--- config.mk ---
export PLATFORM = sky130hd
export DESIGN_NAME = window_colour_uniformity_classifier
export DESIGN_NICKNAME = d
export VERILOG_FILES = /design/src/design/wcuc_pkg.sv /design/src/design/wcuc_accum.sv /design/src/design/wcuc_classify.sv /design/src/design/window_colour_uniformity_classifier.sv
export VERILOG_INCLUDE_DIRS = /design/src /design/src/design
export SDC_FILE = /design/constraint.sdc
export NUM_CORES = 2
export LEC_CHECK = 0
export BUFFER_PORTS_ARGS = -buffer_cell sky130_fd_sc_hd__clkbuf_2
export CAP_MARGIN = 20
export CORE_MARGIN = 4
export CORE_UTILIZATION = 55
export DETAILED_ROUTE_END_ITERATION = 7
export GPL_ROUTABILITY_DRIVEN = 0
export PLACE_DENSITY_LB_ADDON = 0.15
export SYNTH_ARGS = -nofsm -noshare
export SYNTH_HDL_FRONTEND = slang
export SYNTH_SLANG_ARGS = --single-unit
export TNS_END_PERCENT = 50
--- constraint.sdc ---
create_clock -name clock -period 8.25 [get_ports clock]
set_input_delay 1.65 -clock clock [delete_from_list [all_inputs] [get_ports clock]]
set_output_delay 1.65 -clock clock [all_outputs]
set_load 0.01 [all_outputs]
--- src/design/window_colour_uniformity_classifier_macros.svh ---
// Assertion macros shared by the window classifier modules.
`ifndef WINDOW_COLOUR_UNIFORMITY_CLASSIFIER_MACROS_SVH
`define WINDOW_COLOUR_UNIFORMITY_CLASSIFIER_MACROS_SVH

// Same-cycle implication, sampled on clock, off during reset.
`define WCUC_ASSERT_IMPL(label, ante, cons) \
   label: assert property (@(posedge clock) disable iff (reset) (ante) |-> (cons)) \
      else $error("wcuc assertion failed");

// Next-cycle implication, sampled on clock, off during reset.
`define WCUC_ASSERT_NEXT(label, ante, cons) \
   label: assert property (@(posedge clock) disable iff (reset) (ante) |=> (cons)) \
      else $error("wcuc assertion failed");

`endif

--- src/design/wcuc_pkg.sv ---
// Package: constants, widths and types of the window classifier.
package wcuc_pkg;

   localparam int GRID_SIZE         = 250;
   localparam int MAX_WINDOW_PIXELS = 256;
   localparam int PERCENT_SCALE     = 100;

   localparam int CHAN_W  = 8;
   localparam int COORD_W = 8;
   localparam int PCT_W   = 7;
   localparam int THR_W   = 8;
   localparam int CSR_IDX_W  = 2;
   localparam int CSR_DATA_W = 8;

   localparam int CHAN_MAX  = (1 << CHAN_W) - 1;
   localparam int COORD_MAX = (1 << COORD_W) - 1;
   localparam int PCT_MAX   = (1 << PCT_W) - 1;

   localparam int CNT_W  = $clog2(MAX_WINDOW_PIXELS + 1);
   localparam int SUM_W  = $clog2(CHAN_MAX * MAX_WINDOW_PIXELS + 1);
   localparam int ROW_SCALED_MAX = COORD_MAX * PERCENT_SCALE;
   localparam int BAND_MAX_MAX   = GRID_SIZE * PCT_MAX;
   localparam int BAND_W = $clog2(((ROW_SCALED_MAX > BAND_MAX_MAX) ?
                                   ROW_SCALED_MAX : BAND_MAX_MAX) + 1);

   localparam int NUM_CHAN = 3;

   localparam logic [CHAN_W-1:0] CLASS_PASS = CHAN_W'(255);
   localparam logic [CHAN_W-1:0] CLASS_FAIL = CHAN_W'(0);

   localparam logic [PCT_W-1:0] CUT_RESET    = PCT_W'(0);
   localparam logic [PCT_W-1:0] DOWN_RESET   = PCT_W'(100);
   localparam logic [THR_W-1:0] SPREAD_RESET = THR_W'(20);
   localparam logic [THR_W-1:0] GREY_RESET   = THR_W'(50);

   typedef enum logic [CSR_IDX_W-1:0] {
      CSR_CUT_PERCENT      = 2'd0,
      CSR_DOWN_PERCENT     = 2'd1,
      CSR_SPREAD_THRESHOLD = 2'd2,
      CSR_GREY_THRESHOLD   = 2'd3
   } csr_index_type;

   typedef struct packed {
      logic [PCT_W-1:0] cut_percent;
      logic [PCT_W-1:0] down_percent;
      logic [THR_W-1:0] spread_threshold;
      logic [THR_W-1:0] grey_threshold;
   } cfg_type;

   typedef struct packed {
      logic [NUM_CHAN-1:0][CHAN_W-1:0] chan;
      logic [COORD_W-1:0]              row;
      logic [COORD_W-1:0]              col;
      logic                            last;
   } pixel_type;

   typedef struct packed {
      logic [NUM_CHAN-1:0][SUM_W-1:0]  sum;
      logic [NUM_CHAN-1:0][CHAN_W-1:0] max;
      logic [CNT_W-1:0]                count;
      logic                            overflow;
      logic [COORD_W-1:0]              row;
      logic [COORD_W-1:0]              col;
   } snap_type;

   typedef struct packed {
      logic valid;
      logic ready;
   } hs_type;

endpackage

--- src/design/wcuc_accum.sv ---
// Per-window accumulators and end-of-window snapshot register.
`include "window_colour_uniformity_classifier_macros.svh"

module wcuc_accum (
   input  logic                clock,
   input  logic                reset,
   input  logic                pix_valid,
   input  wcuc_pkg::pixel_type pix,
   output logic                pix_ready,
   input  logic                snap_ready,
   output wcuc_pkg::hs_type    snap_hs,
   output wcuc_pkg::snap_type  snap
);

   logic [wcuc_pkg::NUM_CHAN-1:0][wcuc_pkg::SUM_W-1:0]  sum_ff, sum_in;
   logic [wcuc_pkg::NUM_CHAN-1:0][wcuc_pkg::CHAN_W-1:0] max_ff, max_in;
   logic [wcuc_pkg::CNT_W-1:0] count_ff, count_in;
   logic                       ovf_ff, ovf_in;
   logic                       snap_valid_ff, snap_valid_in;
   wcuc_pkg::snap_type         snap_ff, snap_in;
   logic                       full;
   logic                       pix_take;
   logic                       snap_free;

   assign full      = (count_ff == wcuc_pkg::CNT_W'(wcuc_pkg::MAX_WINDOW_PIXELS));
   assign snap_free = !snap_valid_ff || snap_ready;
   assign pix_ready = !pix.last || snap_free;
   assign pix_take  = pix_valid && pix_ready;

   // running totals including the current pixel, unless the window is already full
   always_comb begin
      sum_in   = sum_ff;
      max_in   = max_ff;
      count_in = count_ff;
      ovf_in   = ovf_ff;
      if (full) begin
         ovf_in = 1'b1;
      end else begin
         for (int c = 0; c < wcuc_pkg::NUM_CHAN; c++) begin
            sum_in[c] = sum_ff[c] + wcuc_pkg::SUM_W'(pix.chan[c]);
            if (pix.chan[c] > max_ff[c]) begin
               max_in[c] = pix.chan[c];
            end
         end
         count_in = count_ff + wcuc_pkg::CNT_W'(1);
      end
      snap_in.sum      = sum_in;
      snap_in.max      = max_in;
      snap_in.count    = count_in;
      snap_in.overflow = ovf_in;
      snap_in.row      = pix.row;
      snap_in.col      = pix.col;
   end

   always_comb begin
      snap_valid_in = snap_valid_ff;
      if (pix_take && pix.last) begin
         snap_valid_in = 1'b1;
      end else if (snap_ready) begin
         snap_valid_in = 1'b0;
      end
   end

   always_ff @(posedge clock) begin
      if (reset) begin
         sum_ff        <= '0;
         max_ff        <= '0;
         count_ff      <= '0;
         ovf_ff        <= 1'b0;
         snap_valid_ff <= 1'b0;
      end else begin
         snap_valid_ff <= snap_valid_in;
         if (pix_take) begin
            if (pix.last) begin
               sum_ff   <= '0;
               max_ff   <= '0;
               count_ff <= '0;
               ovf_ff   <= 1'b0;
            end else begin
               sum_ff   <= sum_in;
               max_ff   <= max_in;
               count_ff <= count_in;
               ovf_ff   <= ovf_in;
            end
         end
      end
   end

   always_ff @(posedge clock) begin
      if (pix_take && pix.last) begin
         snap_ff <= snap_in;
      end
   end

   assign snap_hs.valid = snap_valid_ff;
   assign snap_hs.ready = snap_ready;
   assign snap          = snap_ff;

   `WCUC_ASSERT_IMPL(a_count_bound, 1'b1,
      count_ff <= wcuc_pkg::CNT_W'(wcuc_pkg::MAX_WINDOW_PIXELS))
   `WCUC_ASSERT_NEXT(a_clear_after_last, pix_take && pix.last,
      count_ff == '0 && !ovf_ff && snap_valid_ff)
   `WCUC_ASSERT_IMPL(a_ovf_only_full, ovf_ff,
      count_ff == wcuc_pkg::CNT_W'(wcuc_pkg::MAX_WINDOW_PIXELS))

endmodule

--- src/design/wcuc_classify.sv ---
// Classification: product stage, compare stage and result register.
`include "window_colour_uniformity_classifier_macros.svh"

module wcuc_classify (
   input  logic                       clock,
   input  logic                       reset,
   input  wcuc_pkg::cfg_type          cfg,
   input  wcuc_pkg::hs_type           snap_hs,
   input  wcuc_pkg::snap_type         snap,
   output logic                       snap_ready,
   output logic                       rsp_valid,
   input  logic                       rsp_stall,
   output logic [wcuc_pkg::COORD_W-1:0] rsp_out_row,
   output logic [wcuc_pkg::COORD_W-1:0] rsp_out_col,
   output logic [wcuc_pkg::CHAN_W-1:0]  rsp_class_value,
   output logic                       rsp_overflow
);

   typedef struct packed {
      logic [wcuc_pkg::NUM_CHAN-1:0][wcuc_pkg::SUM_W-1:0] mxn;
      logic [wcuc_pkg::NUM_CHAN-1:0][wcuc_pkg::SUM_W-1:0] sum;
      logic [wcuc_pkg::SUM_W-1:0]                         spread_n;
      logic [wcuc_pkg::SUM_W-1:0]                         grey_n;
      logic [wcuc_pkg::NUM_CHAN-1:0][wcuc_pkg::SUM_W-1:0] diff;
      logic                                               band_fail;
      logic                                               overflow;
      logic [wcuc_pkg::COORD_W-1:0]                       row;
      logic [wcuc_pkg::COORD_W-1:0]                       col;
   } prod_type;

   prod_type prod_ff, prod_in;
   logic     prod_valid_ff, prod_valid_in;
   logic     rsp_valid_ff;
   logic     out_ready;
   logic     snap_take;
   logic [wcuc_pkg::BAND_W-1:0] row_scaled, band_top, band_bottom;
   logic [wcuc_pkg::SUM_W-1:0]  n_ext;
   logic [wcuc_pkg::CHAN_W-1:0] class_in;
   logic [wcuc_pkg::COORD_W-1:0] row_ff, col_ff;
   logic [wcuc_pkg::CHAN_W-1:0]  class_ff;
   logic                         ovf_ff;
   logic                         not_uniform, not_grey;
   logic [wcuc_pkg::SUM_W-1:0]   excess;

   assign out_ready  = !rsp_valid_ff || !rsp_stall;
   assign snap_ready = !prod_valid_ff || out_ready;
   assign snap_take  = snap_hs.valid && snap_ready;

   function automatic logic [wcuc_pkg::SUM_W-1:0] abs_diff(
      input logic [wcuc_pkg::SUM_W-1:0] a,
      input logic [wcuc_pkg::SUM_W-1:0] b
   );
      return (a >= b) ? a - b : b - a;
   endfunction

   // products and band compares
   always_comb begin
      n_ext       = wcuc_pkg::SUM_W'(snap.count);
      row_scaled  = wcuc_pkg::BAND_W'(snap.row) * wcuc_pkg::BAND_W'(wcuc_pkg::PERCENT_SCALE);
      band_top    = wcuc_pkg::BAND_W'(wcuc_pkg::GRID_SIZE) * wcuc_pkg::BAND_W'(cfg.cut_percent);
      band_bottom = wcuc_pkg::BAND_W'(wcuc_pkg::GRID_SIZE) * wcuc_pkg::BAND_W'(cfg.down_percent);
      for (int c = 0; c < wcuc_pkg::NUM_CHAN; c++) begin
         prod_in.mxn[c] = wcuc_pkg::SUM_W'(snap.max[c]) * n_ext;
      end
      prod_in.sum       = snap.sum;
      prod_in.spread_n  = wcuc_pkg::SUM_W'(cfg.spread_threshold) * n_ext;
      prod_in.grey_n    = wcuc_pkg::SUM_W'(cfg.grey_threshold) * n_ext;
      prod_in.diff[0]   = abs_diff(snap.sum[1], snap.sum[0]);
      prod_in.diff[1]   = abs_diff(snap.sum[1], snap.sum[2]);
      prod_in.diff[2]   = abs_diff(snap.sum[0], snap.sum[2]);
      prod_in.band_fail = (row_scaled < band_top) || (row_scaled > band_bottom);
      prod_in.overflow  = snap.overflow;
      prod_in.row       = snap.row;
      prod_in.col       = snap.col;
   end

   always_comb begin
      prod_valid_in = prod_valid_ff;
      if (snap_take) begin
         prod_valid_in = 1'b1;
      end else if (out_ready) begin
         prod_valid_in = 1'b0;
      end
   end

   // spread and grey compares
   always_comb begin
      not_uniform = 1'b0;
      not_grey    = 1'b0;
      excess      = '0;
      for (int c = 0; c < wcuc_pkg::NUM_CHAN; c++) begin
         excess = (prod_ff.mxn[c] >= prod_ff.sum[c]) ? prod_ff.mxn[c] - prod_ff.sum[c] : '0;
         if (excess >= prod_ff.spread_n) begin
            not_uniform = 1'b1;
         end
         if (prod_ff.diff[c] >= prod_ff.grey_n) begin
            not_grey = 1'b1;
         end
      end
      class_in = (prod_ff.band_fail || not_uniform || not_grey) ?
                 wcuc_pkg::CLASS_FAIL : wcuc_pkg::CLASS_PASS;
   end

   always_ff @(posedge clock) begin
      if (reset) begin
         prod_valid_ff <= 1'b0;
         rsp_valid_ff  <= 1'b0;
      end else begin
         prod_valid_ff <= prod_valid_in;
         if (out_ready) begin
            rsp_valid_ff <= prod_valid_ff;
         end
      end
   end

   always_ff @(posedge clock) begin
      if (snap_take) begin
         prod_ff <= prod_in;
      end
      if (out_ready && prod_valid_ff) begin
         row_ff   <= prod_ff.row;
         col_ff   <= prod_ff.col;
         class_ff <= class_in;
         ovf_ff   <= prod_ff.overflow;
      end
   end

   assign rsp_valid       = rsp_valid_ff;
   assign rsp_out_row     = row_ff;
   assign rsp_out_col     = col_ff;
   assign rsp_class_value = class_ff;
   assign rsp_overflow    = ovf_ff;

   `WCUC_ASSERT_IMPL(a_class_code, rsp_valid_ff,
      class_ff == wcuc_pkg::CLASS_FAIL || class_ff == wcuc_pkg::CLASS_PASS)
   `WCUC_ASSERT_NEXT(a_prod_held, prod_valid_ff && !out_ready, prod_valid_ff)
   `WCUC_ASSERT_NEXT(a_prod_loaded, snap_take, prod_valid_ff)

endmodule

--- src/design/window_colour_uniformity_classifier.sv ---
// Top level of the window colour uniformity classifier.
//
//  port group | dir | contents
//  req_*      | in  | item: three channels, window row/col, last-pixel mark
//  rsp_*      | out | item: row, col, class value 0/255, overflow flag
//  csr_*      | in  | write-only registers: cut, down, spread, grey
//
// One pixel accepted per clock while req_stall is low; accumulation keeps up at full rate.
// A window's result passes from the input register through the accumulator
// snapshot, the product stage and the result register.
// Synchronous active-high reset clears accumulators and all valid bits.
// rsp_stall backs up only the classify stages; pixels keep flowing until a
// last pixel finds the snapshot register occupied.
module window_colour_uniformity_classifier (
   input  logic                           clock,
   input  logic                           reset,
   input  logic                           req_valid,
   output logic                           req_stall,
   input  logic [wcuc_pkg::CHAN_W-1:0]    req_first_channel,
   input  logic [wcuc_pkg::CHAN_W-1:0]    req_second_channel,
   input  logic [wcuc_pkg::CHAN_W-1:0]    req_third_channel,
   input  logic [wcuc_pkg::COORD_W-1:0]   req_window_row,
   input  logic [wcuc_pkg::COORD_W-1:0]   req_window_col,
   input  logic                           req_last_pixel,
   output logic                           rsp_valid,
   input  logic                           rsp_stall,
   output logic [wcuc_pkg::COORD_W-1:0]   rsp_out_row,
   output logic [wcuc_pkg::COORD_W-1:0]   rsp_out_col,
   output logic [wcuc_pkg::CHAN_W-1:0]    rsp_class_value,
   output logic                           rsp_overflow,
   input  logic                           csr_write,
   input  logic [wcuc_pkg::CSR_IDX_W-1:0] csr_index,
   input  logic [wcuc_pkg::CSR_DATA_W-1:0] csr_data
);

   wcuc_pkg::cfg_type   cfg_ff;
   wcuc_pkg::pixel_type pix_ff;
   logic                pix_valid_ff;
   logic                pix_ready;
   logic                req_take;
   logic                snap_ready;
   wcuc_pkg::hs_type    snap_hs;
   wcuc_pkg::snap_type  snap;

   always_ff @(posedge clock) begin
      if (reset) begin
         cfg_ff.cut_percent      <= wcuc_pkg::CUT_RESET;
         cfg_ff.down_percent     <= wcuc_pkg::DOWN_RESET;
         cfg_ff.spread_threshold <= wcuc_pkg::SPREAD_RESET;
         cfg_ff.grey_threshold   <= wcuc_pkg::GREY_RESET;
      end else if (csr_write) begin
         case (wcuc_pkg::csr_index_type'(csr_index))
            wcuc_pkg::CSR_CUT_PERCENT: begin
               cfg_ff.cut_percent <= csr_data[wcuc_pkg::PCT_W-1:0];
            end
            wcuc_pkg::CSR_DOWN_PERCENT: begin
               cfg_ff.down_percent <= csr_data[wcuc_pkg::PCT_W-1:0];
            end
            wcuc_pkg::CSR_SPREAD_THRESHOLD: begin
               cfg_ff.spread_threshold <= csr_data[wcuc_pkg::THR_W-1:0];
            end
            wcuc_pkg::CSR_GREY_THRESHOLD: begin
               cfg_ff.grey_threshold <= csr_data[wcuc_pkg::THR_W-1:0];
            end
            default: begin
            end
         endcase
      end
   end

   assign req_stall = pix_valid_ff && !pix_ready;
   assign req_take  = req_valid && !req_stall;

   always_ff @(posedge clock) begin
      if (reset) begin
         pix_valid_ff <= 1'b0;
      end else if (req_take) begin
         pix_valid_ff <= 1'b1;
      end else if (pix_ready) begin
         pix_valid_ff <= 1'b0;
      end
   end

   always_ff @(posedge clock) begin
      if (req_take) begin
         pix_ff.chan[0] <= req_first_channel;
         pix_ff.chan[1] <= req_second_channel;
         pix_ff.chan[2] <= req_third_channel;
         pix_ff.row     <= req_window_row;
         pix_ff.col     <= req_window_col;
         pix_ff.last    <= req_last_pixel;
      end
   end

   wcuc_accum u_accum (
      .clock      (clock),
      .reset      (reset),
      .pix_valid  (pix_valid_ff),
      .pix        (pix_ff),
      .pix_ready  (pix_ready),
      .snap_ready (snap_ready),
      .snap_hs    (snap_hs),
      .snap       (snap)
   );

   wcuc_classify u_classify (
      .clock           (clock),
      .reset           (reset),
      .cfg             (cfg_ff),
      .snap_hs         (snap_hs),
      .snap            (snap),
      .snap_ready      (snap_ready),
      .rsp_valid       (rsp_valid),
      .rsp_stall       (rsp_stall),
      .rsp_out_row     (rsp_out_row),
      .rsp_out_col     (rsp_out_col),
      .rsp_class_value (rsp_class_value),
      .rsp_overflow    (rsp_overflow)
   );

endmodule
==> impl_results.md <==
- Status: complete, no violations
- Top delay family on crit path: adder cells
- Register bit count reported by yosys: 467
- Power density cells: roughly 150 nW/um^2
- Detailed Routing Iterations Pass 1: 8
- RSZ-0062 raised after global routing: false
- Total track usage: 0.273
- Slew HR: 0.255
- Post-synthesis cell count: between 4k and 5k
- CTS H-Tree Depth: 2
- Io pins: between 80 and 90
- Fill cells: approximately 6.4k
- Vias in the first global route: 30.1k
- Vias: between 30k and 40k
- Die span in y: 282 um
- Layout net count: slightly above 5k
- First-pass GRT wire length: roughly 170 mm
- Endpoint class of the critical path: flip-flop
- Top cell type's share of synthesized area: 0.255
- Root Buffer: clkbuf_16
- Most common cell in the netlist: ha_1
- Critical Path, Cell by Cell: inv_1, fa_1, inv_1, ha_1, inv_1, fa_1, inv_1, fa_1, ha_1, nor2b_1, o21ai_0, a21boi_0, o21ai_0, a21oi_1, or4_1, and3_1, ha_1, a22o_1, nor4_1, a31oi_1, o21ai_0
- Max Cap Viol: 0
- Std-Cell Rows: 100
- Reg2reg path depth: 21
- IO Port Bufs: between 80 and 90
- Area leader, netlist: edfxtp_1
- CP Launch Type: flip-flop
- Most frequent cells after synthesis: ha_1 (585), inv_1 (531), nand2_1 (369), edfxtp_1 (351), fa_1 (249)
- Arr. time, crit path: 5.73 ns
- Setup repair bufs after CTS: 0
- Final setup violation count: 0
- Core area: approximately 74000 um^2
- Post_cts resized: 0
- ANT nets after route: 0
- Area Growth Syn to Fin: 7.30%
- Die Width: ~280 um
- Drt total wl: roughly 110 mm
- Clk slew on worst S/H paths: around 0.06 ns
- Worst VDD drop: roughly 0.00018 V
- TritonCTS clock tree: yes
- Critical Setup Path Class: flip-flop to flip-flop
- Main flop type after synthesis: edfxtp_1
- Longest Clk Path Bufs: 3
- Synth cell types: 87
- Grt total ovfl: 0
- Post-layout min period: around 5.2 ns
- DP Wirelength: ~83 mm
- Achievable Freq: around 190 MHz
- Die area: between 70000 and 80000 um^2
- Dpl ws: around 3.0 ns
- Clock Skew: roughly 0.054 ns
- Mapped Nets: roughly 5.1k
- Largest net degree at the start of global routing: 154
- Synth Cell Area: just over 40000 um^2
- Final period util: 0.635
- Top cells by area, synth: edfxtp_1 (26%), ha_1 (18%), fa_1 (12%)
- Setup TNS: 0 ns
- Critical-path top delay cell: fa_1
- Total CTS buffers: 53
- Worst hold path class: flip-flop to flip-flop
- Worst hold path cell count: 0
- Maximum fanout along the worst path: 3
- Share of cells above drive strength 1: 0.0584
- Fin. max-slew vios: 0
- Cts hold-fix bufs: 0
- Routed len/inst: between 20 and 25 um
- Worst stage delay on the critical path: ~0.54 ns
- Worst Max-Slew Pin Slew: around 1.1 ns
- Clock sinks: 467
- Sequential share of the synthesized area: 0.312
- Clock Latency Late Sink: about 0.64 ns
- Syn. warnings: 0
- Initial DRC Count: roughly 2.3k
- Syn Area/Cell: 9.79 um^2
- Cell mode on critical path: inv_1
- Vias per cell: 5.78
- PnR worst setup slack: ~3 ns
- P_leak: between 0.02 and 0.025 uW
- WP buf/inv: 4
- Final hold vios: 0
- Async S/R FF share, synth: 0
- DRC: 0
- WP data required: 8.74 ns
- Initial antenna violation count: 3
- Critical path depth: 21
- Initial Util: 0.554
- EDFF count, synth: 351
[registers in the layout, indices dropped and copies added (netlist names)]
name	count
u_classify.rsp_out_col	8
cfg_ff	30
pix_valid_ff	1
u_accum.snap	98
u_accum.snap_valid_ff	1
u_classify.rsp_class_value	1
u_classify.rsp_out_row	8
u_classify.rsp_overflow	1
u_accum.count_ff	9
u_accum.sum_ff	48
u_accum.ovf_ff	1
u_classify.rsp_valid	1
u_accum.max_ff	24
u_classify.prod_ff	194
u_classify.prod_valid_ff	1
pix_ff	41
[power by group]
group          internal [uW]  switching [uW]  total (uW)
Sequential              2660             106        2760
Clock                   1370            1030        2400
Combinational            694             983        1680
Total                   4720            2120        6840
[worst paths after layout]
path | start | endpoint | slack [ns]
max | cfg_ff[24]$_SDFFE_PP0P_ | u_classify.prod_ff[17]$_DFFE_PP_ | 3.01
min | u_classify.prod_ff[0]$_DFFE_PP_ | u_classify.rsp_out_col[0]$_DFFE_PP_ | 0.41
max reg2reg | cfg_ff[24]$_SDFFE_PP0P_ | u_classify.prod_ff[17]$_DFFE_PP_ | 3.01
min reg2reg | u_classify.prod_ff[0]$_DFFE_PP_ | u_classify.rsp_out_col[0]$_DFFE_PP_ | 0.41
[cells in the final DEF (no fill, tap or decap), drive strengths merged, types with 10 or more instances in the layout]
cell type	instances
o211ai	14
clkbuf	149
o21a	38
a211o	10
a31oi	16
nand4	33
or2	19
and2	227
a22oi	21
o2111ai	10
nand2	369
edfxtp	351
nand3b	14
a211oi	33
nor2	240
and3	22
o31ai	18
o31a	13
a22o	28
a21boi	10
ha	585
o21bai	23
inv	537
o21ai	165
nand3	66
a221oi	11
nor3	46
mux2	21
dfxtp	116
a21o	74
xnor2	137
buf	24
clkinv	21
fa	249
mux2i	52
a21oi	235
or3	18
nor2b	34
xor2	70
nand2b	43
[per-layer routing]
layer | wire (um) | GRT usage
met1 | 46600 | 0.365
met2 | 48900 | 0.447
met3 | 5900 | 0.0329
met4 | 5670 | 0.127
met5 | 13 | 0
[cells by family (layout without fill, tap and decap cells)]
family,Yosys count,in the layout,synth area share
muxes,73,73,0.0183
and+or+nand+nor,1170,1170,0.139
buffers and inverters,670,738,0.0627
DFF,467,467,0.312
other,0,2,0
adders and majority gates,834,834,0.298
AOI/OAI and AO/OA,795,795,0.126
xor gates and xnor gates,207,207,0.0439
[cell type report]
class                   instances  area, um^2  share of cell area
multi-input cells            3079       25800               0.584
flip-flops and latches        467       12900               0.291
inverters                     532        2000              0.0451
clock buffers                  67        1390              0.0314
well taps                     969        1210              0.0274
repair buffers                106         603              0.0136
clock inverters                33         370             0.00837
diodes                          2        5.00            0.000113
[worst reg2reg max path: stages (launching register included)]
cell and delay (ns):
dfxtp_1 0.36, inv_1 0.10, fa_1 0.54, inv_1 0.08, ha_1 0.29, inv_1 0.06
fa_1 0.53, inv_1 0.05, fa_1 0.45, ha_1 0.34, nor2b_1 0.14, o21ai_0 0.19
a21boi_0 0.11, o21ai_0 0.24, a21oi_1 0.15, or4_1 0.40, and3_1 0.19, ha_1 0.29
a22o_1 0.22, nor4_1 0.16, a31oi_1 0.12, o21ai_0 0.08
[metrics by stage]
| stage | instance area, um^2 | cells | power, uW | hold slack, ns | util |
|---|---|---|---|---|---|
| after detailed placement | 42500 | 5153 | 4460 | 0.405 | 0.571 |
| after floorplan | 41300 | 4216 | 4010 | 0.400 | - |
| final | 44300 | 5255 | 6840 | 0.414 | 0.595 |
| after global routing | 44300 | 5254 | 7220 | 0.423 | 0.595 |
| after CTS | 44300 | 5253 | 6880 | 0.416 | 0.595 |
| after global placement | 42500 | 5153 | 4430 | 0.400 | 0.571 |
Power figures use the tool's default switching activity.
